==> config.mk <==
export PLATFORM = sky130hd
export DESIGN_NAME = one_wire_bus_master_unit
export DESIGN_NICKNAME = d
export VERILOG_FILES = /design/src/rtl/owm_pkg.sv /design/src/rtl/owm_cfg_regs.sv /design/src/rtl/owm_core.sv /design/src/rtl/one_wire_bus_master_unit.sv
export VERILOG_INCLUDE_DIRS = /design/src /design/src/rtl
export SDC_FILE = /design/constraint.sdc
export NUM_CORES = 1
export LEC_CHECK = 0
export ABC_AREA = 1
export BUFFER_PORTS_ARGS = -buffer_cell sky130_fd_sc_hd__buf_2
export CAP_MARGIN = 20
export CORE_AREA = 3 3 115 117
export DETAILED_ROUTE_END_ITERATION = 7
export DIE_AREA = 0 0 118 120
export PLACE_DENSITY = 0.9
export SETUP_SLACK_MARGIN = 0.1
export SLEW_MARGIN = 30
export SYNTH_ARGS = -nofsm -noshare
export SYNTH_HDL_FRONTEND = slang
export SYNTH_SLANG_ARGS = --single-unit
==> constraint.sdc <==
create_clock -name clk -period 10 [get_ports clk]
set_input_delay 0.5 -clock clk [delete_from_list [all_inputs] [get_ports clk]]
set_output_delay 0.5 -clock clk [all_outputs]
set_load 0.01 [all_outputs]
==> src/rtl/one_wire_bus_master_unit_defines.svh <==
// ----------------------------------------------------------------------------
// One-wire bus master assertion macros
// Shared concurrent assertion forms, clocked on clk and disabled in reset.
// ----------------------------------------------------------------------------
`ifndef ONE_WIRE_BUS_MASTER_UNIT_DEFINES_SVH
`define ONE_WIRE_BUS_MASTER_UNIT_DEFINES_SVH

// Same-cycle implication.
`define OWM_ASSERT_IMPL(lbl, ante, cons, msg) \
	lbl: assert property (@(posedge clk) disable iff (!arst_n) (ante) |-> (cons)) \
		else $error(msg);

// Next-cycle implication.
`define OWM_ASSERT_NEXT(lbl, ante, cons, msg) \
	lbl: assert property (@(posedge clk) disable iff (!arst_n) (ante) |=> (cons)) \
		else $error(msg);

`endif

==> src/rtl/owm_pkg.sv <==
// ----------------------------------------------------------------------------
// One-wire bus master package
// Shared widths, codes, configuration and result types, duration clamp.
// ----------------------------------------------------------------------------
`default_nettype none

package owm_pkg;

	localparam int COUNT_WIDTH = 10;
	localparam int CMAX        = (1 << COUNT_WIDTH) - 1;
	localparam int REG_WIDTH   = 10;
	localparam int IDX_WIDTH   = 3;
	localparam int SAMPLE_DELAY = 10;
	localparam int READ_TAIL    = 50;
	localparam logic [2:0] LAST_BIT = 3'd7;

	typedef enum logic [1:0] {
		CMD_TICK  = 2'd0,
		CMD_RESET = 2'd1,
		CMD_WRITE = 2'd2,
		CMD_READ  = 2'd3
	} cmd_t;

	typedef enum logic [IDX_WIDTH-1:0] {
		REG_RESET_LOW    = 3'd0,
		REG_PRESENCE     = 3'd1,
		REG_RESET_TAIL   = 3'd2,
		REG_ONE_LOW      = 3'd3,
		REG_ONE_RELEASE  = 3'd4,
		REG_ZERO_LOW     = 3'd5,
		REG_ZERO_RELEASE = 3'd6,
		REG_READ_LOW     = 3'd7
	} reg_idx_t;

	localparam logic [REG_WIDTH-1:0] RST_RESET_LOW    = 10'd500;
	localparam logic [REG_WIDTH-1:0] RST_PRESENCE     = 10'd70;
	localparam logic [REG_WIDTH-1:0] RST_RESET_TAIL   = 10'd410;
	localparam logic [REG_WIDTH-1:0] RST_ONE_LOW      = 10'd10;
	localparam logic [REG_WIDTH-1:0] RST_ONE_RELEASE  = 10'd55;
	localparam logic [REG_WIDTH-1:0] RST_ZERO_LOW     = 10'd65;
	localparam logic [REG_WIDTH-1:0] RST_ZERO_RELEASE = 10'd5;
	localparam logic [REG_WIDTH-1:0] RST_READ_LOW     = 10'd2;

	typedef struct packed {
		logic [REG_WIDTH-1:0] reset_low_time;
		logic [REG_WIDTH-1:0] presence_wait;
		logic [REG_WIDTH-1:0] reset_tail;
		logic [REG_WIDTH-1:0] one_low_time;
		logic [REG_WIDTH-1:0] one_release_time;
		logic [REG_WIDTH-1:0] zero_low_time;
		logic [REG_WIDTH-1:0] zero_release_time;
		logic [REG_WIDTH-1:0] read_low_time;
	} cfg_t;

	typedef struct packed {
		logic       drive_low;
		logic       busy_res;
		logic       done_res;
		logic       presence_error;
		logic [7:0] read_data;
	} res_t;

	// A zero duration counts as one tick; long ones saturate at the counter.
	function automatic logic [COUNT_WIDTH-1:0] clamp_dur(input logic [REG_WIDTH-1:0] v);
		logic [15:0] ext;
		ext = 16'(v);
		if (ext == 16'd0) ext = 16'd1;
		if (ext > 16'(CMAX)) ext = 16'(CMAX);
		return ext[COUNT_WIDTH-1:0];
	endfunction

endpackage

`default_nettype wire

==> src/rtl/owm_cfg_regs.sv <==
// ----------------------------------------------------------------------------
// One-wire bus master configuration registers
// Eight timing registers written through the configuration channel.
// ----------------------------------------------------------------------------
`default_nettype none

module owm_cfg_regs (
	input  wire logic                          clk,
	input  wire logic                          arst_n,
	input  wire logic                          wr_en,
	input  wire logic [owm_pkg::IDX_WIDTH-1:0] wr_index,
	input  wire logic [owm_pkg::REG_WIDTH-1:0] wr_data,
	output owm_pkg::cfg_t                      cfg
);
	import owm_pkg::*;

	cfg_t cfg_q;

	always_ff @(posedge clk or negedge arst_n) begin
		if (!arst_n) begin
			cfg_q.reset_low_time    <= RST_RESET_LOW;
			cfg_q.presence_wait     <= RST_PRESENCE;
			cfg_q.reset_tail        <= RST_RESET_TAIL;
			cfg_q.one_low_time      <= RST_ONE_LOW;
			cfg_q.one_release_time  <= RST_ONE_RELEASE;
			cfg_q.zero_low_time     <= RST_ZERO_LOW;
			cfg_q.zero_release_time <= RST_ZERO_RELEASE;
			cfg_q.read_low_time     <= RST_READ_LOW;
		end else if (wr_en) begin
			case (reg_idx_t'(wr_index))
				REG_RESET_LOW:    cfg_q.reset_low_time    <= wr_data;
				REG_PRESENCE:     cfg_q.presence_wait     <= wr_data;
				REG_RESET_TAIL:   cfg_q.reset_tail        <= wr_data;
				REG_ONE_LOW:      cfg_q.one_low_time      <= wr_data;
				REG_ONE_RELEASE:  cfg_q.one_release_time  <= wr_data;
				REG_ZERO_LOW:     cfg_q.zero_low_time     <= wr_data;
				REG_ZERO_RELEASE: cfg_q.zero_release_time <= wr_data;
				REG_READ_LOW:     cfg_q.read_low_time     <= wr_data;
				default: ;
			endcase
		end
	end

	assign cfg = cfg_q;

endmodule

`default_nettype wire

==> src/rtl/owm_core.sv <==
// ----------------------------------------------------------------------------
// One-wire bus master slot sequencer
// Phase, tick counter and shift state; computes one result per tick.
// ----------------------------------------------------------------------------
`default_nettype none
`include "one_wire_bus_master_unit_defines.svh"

module owm_core (
	input  wire logic          clk,
	input  wire logic          arst_n,
	input  wire logic          step,
	input  wire logic [1:0]    command,
	input  wire logic [7:0]    data_byte,
	input  wire logic          line_level,
	input  wire owm_pkg::cfg_t cfg,
	output owm_pkg::res_t      res
);
	import owm_pkg::*;

	typedef enum logic [8:0] {
		PH_IDLE     = 9'b000000001,
		PH_RST_LOW  = 9'b000000010,
		PH_RST_WAIT = 9'b000000100,
		PH_RST_TAIL = 9'b000001000,
		PH_WR_LOW   = 9'b000010000,
		PH_WR_REL   = 9'b000100000,
		PH_RD_LOW   = 9'b001000000,
		PH_RD_WAIT  = 9'b010000000,
		PH_RD_TAIL  = 9'b100000000
	} phase_t;

	phase_t                 phase_q, ph;
	logic [COUNT_WIDTH-1:0] tick_count_q, tc, dur;
	logic [COUNT_WIDTH:0]   tc_inc;
	logic [2:0]             bit_index_q, bi;
	logic [7:0]             shift_q, sb;
	logic                   presence_q, pf;
	logic [7:0]             read_q, rr;
	logic                   done, drive;

	always_comb begin
		ph   = phase_q;
		tc   = tick_count_q;
		bi   = bit_index_q;
		sb   = shift_q;
		pf   = presence_q;
		rr   = read_q;
		done = 1'b0;

		// A command only starts an operation from idle.
		if (ph == PH_IDLE) begin
			case (cmd_t'(command))
				CMD_RESET: begin
					ph = PH_RST_LOW;
					tc = '0;
					bi = '0;
				end
				CMD_WRITE: begin
					ph = PH_WR_LOW;
					tc = '0;
					bi = '0;
					sb = data_byte;
				end
				CMD_READ: begin
					ph = PH_RD_LOW;
					tc = '0;
					bi = '0;
					sb = '0;
				end
				default: ;
			endcase
		end

		drive = (ph == PH_RST_LOW) || (ph == PH_WR_LOW) || (ph == PH_RD_LOW);

		case (ph)
			PH_RST_LOW:  dur = clamp_dur(cfg.reset_low_time);
			PH_RST_WAIT: dur = clamp_dur(cfg.presence_wait);
			PH_RST_TAIL: dur = clamp_dur(cfg.reset_tail);
			PH_WR_LOW:   dur = clamp_dur(sb[0] ? cfg.one_low_time : cfg.zero_low_time);
			PH_WR_REL:   dur = clamp_dur(sb[0] ? cfg.one_release_time : cfg.zero_release_time);
			PH_RD_LOW:   dur = clamp_dur(cfg.read_low_time);
			PH_RD_WAIT:  dur = clamp_dur(REG_WIDTH'(SAMPLE_DELAY));
			PH_RD_TAIL:  dur = clamp_dur(REG_WIDTH'(READ_TAIL));
			default:     dur = COUNT_WIDTH'(1);
		endcase

		tc_inc = {1'b0, tc} + (COUNT_WIDTH+1)'(1);

		if (ph != PH_IDLE) begin
			if (tc_inc < {1'b0, dur}) begin
				tc = tc_inc[COUNT_WIDTH-1:0];
			end else begin
				tc = '0;
				case (ph)
					PH_RST_LOW:  ph = PH_RST_WAIT;
					PH_RST_WAIT: begin
						pf = line_level;
						ph = PH_RST_TAIL;
					end
					PH_RST_TAIL: begin
						ph   = PH_IDLE;
						done = 1'b1;
					end
					PH_WR_LOW:   ph = PH_WR_REL;
					PH_WR_REL: begin
						sb = {1'b0, sb[7:1]};
						if (bi == LAST_BIT) begin
							bi   = '0;
							ph   = PH_IDLE;
							done = 1'b1;
						end else begin
							bi = bi + 3'd1;
							ph = PH_WR_LOW;
						end
					end
					PH_RD_LOW:   ph = PH_RD_WAIT;
					PH_RD_WAIT: begin
						sb = {line_level, sb[7:1]};
						ph = PH_RD_TAIL;
					end
					PH_RD_TAIL: begin
						if (bi == LAST_BIT) begin
							rr   = sb;
							bi   = '0;
							ph   = PH_IDLE;
							done = 1'b1;
						end else begin
							bi = bi + 3'd1;
							ph = PH_RD_LOW;
						end
					end
					default:     ph = PH_IDLE;
				endcase
			end
		end

		res.drive_low      = drive;
		res.busy_res       = (ph != PH_IDLE);
		res.done_res       = done;
		res.presence_error = pf;
		res.read_data      = rr;
	end

	always_ff @(posedge clk or negedge arst_n) begin
		if (!arst_n) begin
			phase_q      <= PH_IDLE;
			tick_count_q <= '0;
			bit_index_q  <= '0;
			shift_q      <= '0;
			presence_q   <= 1'b1;
			read_q       <= '0;
		end else if (step) begin
			phase_q      <= ph;
			tick_count_q <= tc;
			bit_index_q  <= bi;
			shift_q      <= sb;
			presence_q   <= pf;
			read_q       <= rr;
		end
	end

	`OWM_ASSERT_IMPL(a_drive_busy, res.drive_low, res.busy_res,
		"line driven low on a tick that leaves the master idle")
	`OWM_ASSERT_NEXT(a_done_idle, step && res.done_res, phase_q == PH_IDLE,
		"operation completed but sequencer did not return to idle")
	`OWM_ASSERT_IMPL(a_tick_bound, 1'b1, tick_count_q != COUNT_WIDTH'(CMAX),
		"tick counter reached its saturation value")
	`OWM_ASSERT_NEXT(a_hold_state, !step, $stable(phase_q) && $stable(tick_count_q),
		"sequencer state moved without a tick")

endmodule

`default_nettype wire

==> src/rtl/one_wire_bus_master_unit.sv <==
// ----------------------------------------------------------------------------
// One-wire bus master unit
// A tick beat passes the input register and then the result register; its result
// beat is valid once it sits in the result register.
// Throughput: one tick beat per cycle while out_ready stays high.
// Reset: arst_n clears the pipeline valids, returns the sequencer to idle with
// presence_error high and loads the timing registers with their defaults.
// ----------------------------------------------------------------------------
`default_nettype none

module one_wire_bus_master_unit (
	input  wire logic                          clk,
	input  wire logic                          arst_n,
	// Tick channel: one beat is one microsecond of bus time.
	input  wire logic                          in_valid,
	output logic                               in_ready,
	input  wire logic [1:0]                    command,
	input  wire logic [7:0]                    data_byte,
	input  wire logic                          line_level,
	// Result channel: one beat per tick beat.
	output logic                               out_valid,
	input  wire logic                          out_ready,
	output logic                               drive_low,
	output logic                               busy_res,
	output logic                               done_res,
	output logic                               presence_error,
	output logic [7:0]                         read_data,
	// Configuration write channel.
	input  wire logic                          cfg_valid,
	output logic                               cfg_ready,
	input  wire logic [owm_pkg::IDX_WIDTH-1:0] cfg_index,
	input  wire logic [owm_pkg::REG_WIDTH-1:0] cfg_data
);
	import owm_pkg::*;

	// Stage 1 holds the accepted tick beat; stage 2 is the result register.
	logic       valid_s1;
	logic [1:0] command_s1;
	logic [7:0] data_byte_s1;
	logic       line_level_s1;
	logic       valid_s2;
	res_t       res_s2;

	cfg_t cfg;
	res_t res_next;
	logic advance;
	logic step;

	// The result register moves whenever it is empty or being drained, and
	// stage 1 refills in the same cycle, so ticks flow back to back.
	assign advance  = !valid_s2 || out_ready;
	assign in_ready = !valid_s1 || advance;
	assign step     = valid_s1 && advance;

	// Configuration writes are always taken and land at once; the timing
	// registers are meant to be written only while no tick beat is in flight.
	assign cfg_ready = 1'b1;

	owm_cfg_regs u_cfg (
		.clk      (clk),
		.arst_n   (arst_n),
		.wr_en    (cfg_valid),
		.wr_index (cfg_index),
		.wr_data  (cfg_data),
		.cfg      (cfg)
	);

	// The sequencer state advances exactly when a tick moves into stage 2.
	owm_core u_core (
		.clk        (clk),
		.arst_n     (arst_n),
		.step       (step),
		.command    (command_s1),
		.data_byte  (data_byte_s1),
		.line_level (line_level_s1),
		.cfg        (cfg),
		.res        (res_next)
	);

	always_ff @(posedge clk or negedge arst_n) begin
		if (!arst_n) begin
			valid_s1 <= 1'b0;
			valid_s2 <= 1'b0;
		end else begin
			if (in_ready) valid_s1 <= in_valid;
			if (advance)  valid_s2 <= valid_s1;
		end
	end

	always_ff @(posedge clk) begin
		if (in_ready && in_valid) begin
			command_s1    <= command;
			data_byte_s1  <= data_byte;
			line_level_s1 <= line_level;
		end
		if (step) res_s2 <= res_next;
	end

	assign out_valid      = valid_s2;
	assign drive_low      = res_s2.drive_low;
	assign busy_res       = res_s2.busy_res;
	assign done_res       = res_s2.done_res;
	assign presence_error = res_s2.presence_error;
	assign read_data      = res_s2.read_data;

endmodule

`default_nettype wire

==> run_results.csv <==
group,metric,value,unit
logic_synthesis,ys_seq_area_frac,0.4659,
route,drt-vias-per-instance,5.734,
clock_tree,ctsRootBufferMaster,"clkbuf_16",
logic_synthesis,synthMostInstantiatedCell,"nand2_1",
route,routedWlPerCell,16.63,um
timing,post-route-period-util,0.5092,
route,firstDrtPassIters,5,
logic_synthesis,synth_area,8056,um^2
critical_path,critPathRequiredTime,10190,ps
timing,fmax,196.4,MHz
outcome,status,"completed",
logic_synthesis,yosysUniqueCellTypes,46,
worst_hold_path,min_path_type,"in2async",
critical_path,regToRegSetupSlack,4910,ps
logic_synthesis,ys.warnings.count,0,
critical_path,worstSetupPathType,"reg2reg",
timing,grt_setup_unrepaired,"no",
floorplanning,dieArea,14160,um^2
timing,slew_violations,0,
cells_and_area,drive_above_1_share,0.1259,
critical_path,critPathArrivalTime,5280,ps
logic_synthesis,ys_ff_latch,144,
power,vdd_drop_max,217.5,uV
floorplanning,initial_core_util,0.6463,
power,power.density,303.0,nW/um^2
critical_path,r2r-end,"busy_res",
placement,port-buffer-count,42,
clock_tree,htreeDepth,4,
clock_tree,path_clk_slew,60,ps
route,drt-initial-drc-count,736,
placement,place_hpwl,15480,um
timing,hold_viol,0,
route,via_count,7316,
floorplanning,io_pins,44,
route,drc,0,
floorplanning,die_h,120,um
timing,tightest_slew,779.1,ps
clock_tree,clk_latency,430,ps
global_route,antenna_found_initial,0,
critical_path,path_max_fanout,50,
clock_tree,cts_tree,"built",
logic_synthesis,syn_inst,1064,
logic_synthesis,yosysTopAreaCell,"dfrtp_1",
logic_synthesis,synth_edf_count,23,
floorplanning,rows,41,
global_route,grt_util_all_layers,0.3164,
cells_and_area,fin_cells,1276,
clock_tree,cts_buffers,17,
timing,setup_violations,0,
logic_synthesis,synth_top_area_share,0.2889,
global_route,grt-ovfl-total,0,
timing,finalCriticalPeriod,5092,ps
timing,max-slew-margin-rel,0.4806,
clock_tree,cts_setup_buffers,0,
clock_tree,clk_path_buf_depth,2,
clock_tree,cts_sinks,144,
placement,dp.cells,1244,
global_route,grt_max_degree,85,
logic_synthesis,syn_nets,1105,
global_route,grt_pass1_vias,7145,
timing,skew,7.974,ps
floorplanning,die_w,118,um
cells_and_area,diodes,0,
logic_synthesis,avgSynthCellArea,7.572,um^2
logic_synthesis,synthTopCellsByCount,"nand2_1, o21ai_0, inv_1",
clock_tree,cts_resized,0,
global_route,grt_pass1_wl,35430,um
cells_and_area,syn_to_final_growth,10.68,%
route,postRouteAntennaNets,0,
critical_path,cp-end-kind,"register",
logic_synthesis,synthTopCellsByArea,"dfrtp_1, nand2_1, dfstp_2",
critical_path,worstReg2RegStart,"u_core.phase_q[8]",
route,drt-total-wl,21220,um
timing,setup_tns,0,ps
clock_tree,holdBufCountCts,0,
logic_synthesis,async_flop_share,0.8403,
job,cap_violations,0,
critical_path,cp-start-kind,"register",
cells_and_area,num-nets-final,1132,
cells_and_area,fin_util,0.7153,
critical_path,r2r_cells,26,
placement,gp_congestion,1.025,
floorplanning,core_area,12470,um^2
power,p_total,0.002702,W
logic_synthesis,synth_top_flop_cell,"dfrtp_1",
power,p_leak,4.213,nW
[worst max-delay path: stages (launching register included)]
cell and delay (ps):
dfrtp_1 520, inv_1 430, nand3_2 190, nand2_1 90
nand2_1 100, nand2_2 190, nor2_4 90, nand3_1 190
clkinv_1 270, nand2_1 180, o21ai_0 140, a2111oi_0 550
ha_1 350, nand2_1 70, o21ai_0 80, a21oi_1 130
o21bai_1 70, a21oi_1 120, nand2_1 70, inv_1 170
nand2_4 320, nand2_1 160, nand2_1 80, nor2_1 110
nand2_1 60, nor2_1 80, nand2_1 50
[area by class of cell]
cell class / count / area, um^2
sequential: 144 / 3754
timing repair buffer: 44 / 231.5
clock buffer: 25 / 506.7
multi-input combinational: 740 / 3618
fill: 976 / 3548
clock inverter: 7 / 48.80
inverter: 144 / 543.0
tap: 172 / 215.2
[power breakdown]
part           total [W]  internal [W]  switching (W)  leakage (nW)
sequential      0.000848      0.000756      0.0000921          1.70
clock           0.000596      0.000352       0.000243         0.278
combinational    0.00126      0.000375       0.000884          2.23
[stage by stage]
stage,setup slack (ps),cell area (um^2),hold WS (ps)
6_report,4908,8917,79.14
5_1_grt,4458,8917,127.6
4_1_cts,4999,8914,99.49
3_5_place_dp,5024,8358,465.9
3_3_place_gp,5108,8343,458.9
2_1_floorplan,6151,8056,204.4
[placed cells by master, fill, tap and decap left out, drive strengths merged]
cell type	instances
xor2	4
a21oi	21
edfxtp	23
nor4	11
dfstp	28
conb	1
nand3b	6
o221ai	2
nand2	311
a22oi	2
a221oi	1
o21bai	1
ha	12
a31oi	9
a211oi	2
o2bb2ai	1
o21ai	168
nor2	84
inv	145
o211ai	5
xnor2	2
clkinv	6
o2111ai	1
a311oi	1
a32o	1
o22ai	9
nand4	14
nand3	57
a2111oi	1
clkbuf	25
dfrtp	93
nor3	13
buf	44
[state kept, by name, summed over array words and instances, names as in the netlist]
| name | flops |
|---|---|
| u_cfg.cfg | 80 |
| u_core.tick_count_q | 10 |
| u_core.phase_q | 9 |
| data_byte_s1 | 8 |
| read_data | 8 |
| u_core.read_q | 8 |
| u_core.shift_q | 8 |
| u_core.bit_index_q | 3 |
| command_s1 | 2 |
| busy_res | 1 |
| done_res | 1 |
| drive_low | 1 |
| line_level_s1 | 1 |
| out_valid | 1 |
| presence_error | 1 |
| u_core.presence_q | 1 |
| valid_s1 | 1 |
[layer usage]
layer / track usage / part of all wire / vias up
met3: 0.07681 / 0.072 / 75
met5: 0 / 0 / -
met4: 0.1685 / 0.045 / 0
met2: 0.5049 / 0.47 / 318
met1: 0.4021 / 0.42 / 3383
li1: - / - / 3540
[worst max path at each step]
stage                                  from  endpoint  slack [ps]  cells past startpoint
after floorplan           u_core.phase_q[0]  busy_res        6150                     30
after global routing      u_core.phase_q[8]  busy_res        4460                     26
after detailed placement  u_core.phase_q[8]  busy_res        5020                     26
final                     u_core.phase_q[8]  busy_res        4910                     26
after CTS                 u_core.phase_q[8]  busy_res        5000                     26
after global placement    u_core.phase_q[8]  busy_res        5110                     26
[cell families after synthesis]
group,share of synthesized area
flops,0.4659
xor+xnor,0.006523
fa+ha+maj,0.01864
compound gates,0.1510
buf+inv,0.08821
other cells,0.0004655
simple gates,0.2693
Power figures use the tool's default switching activity.
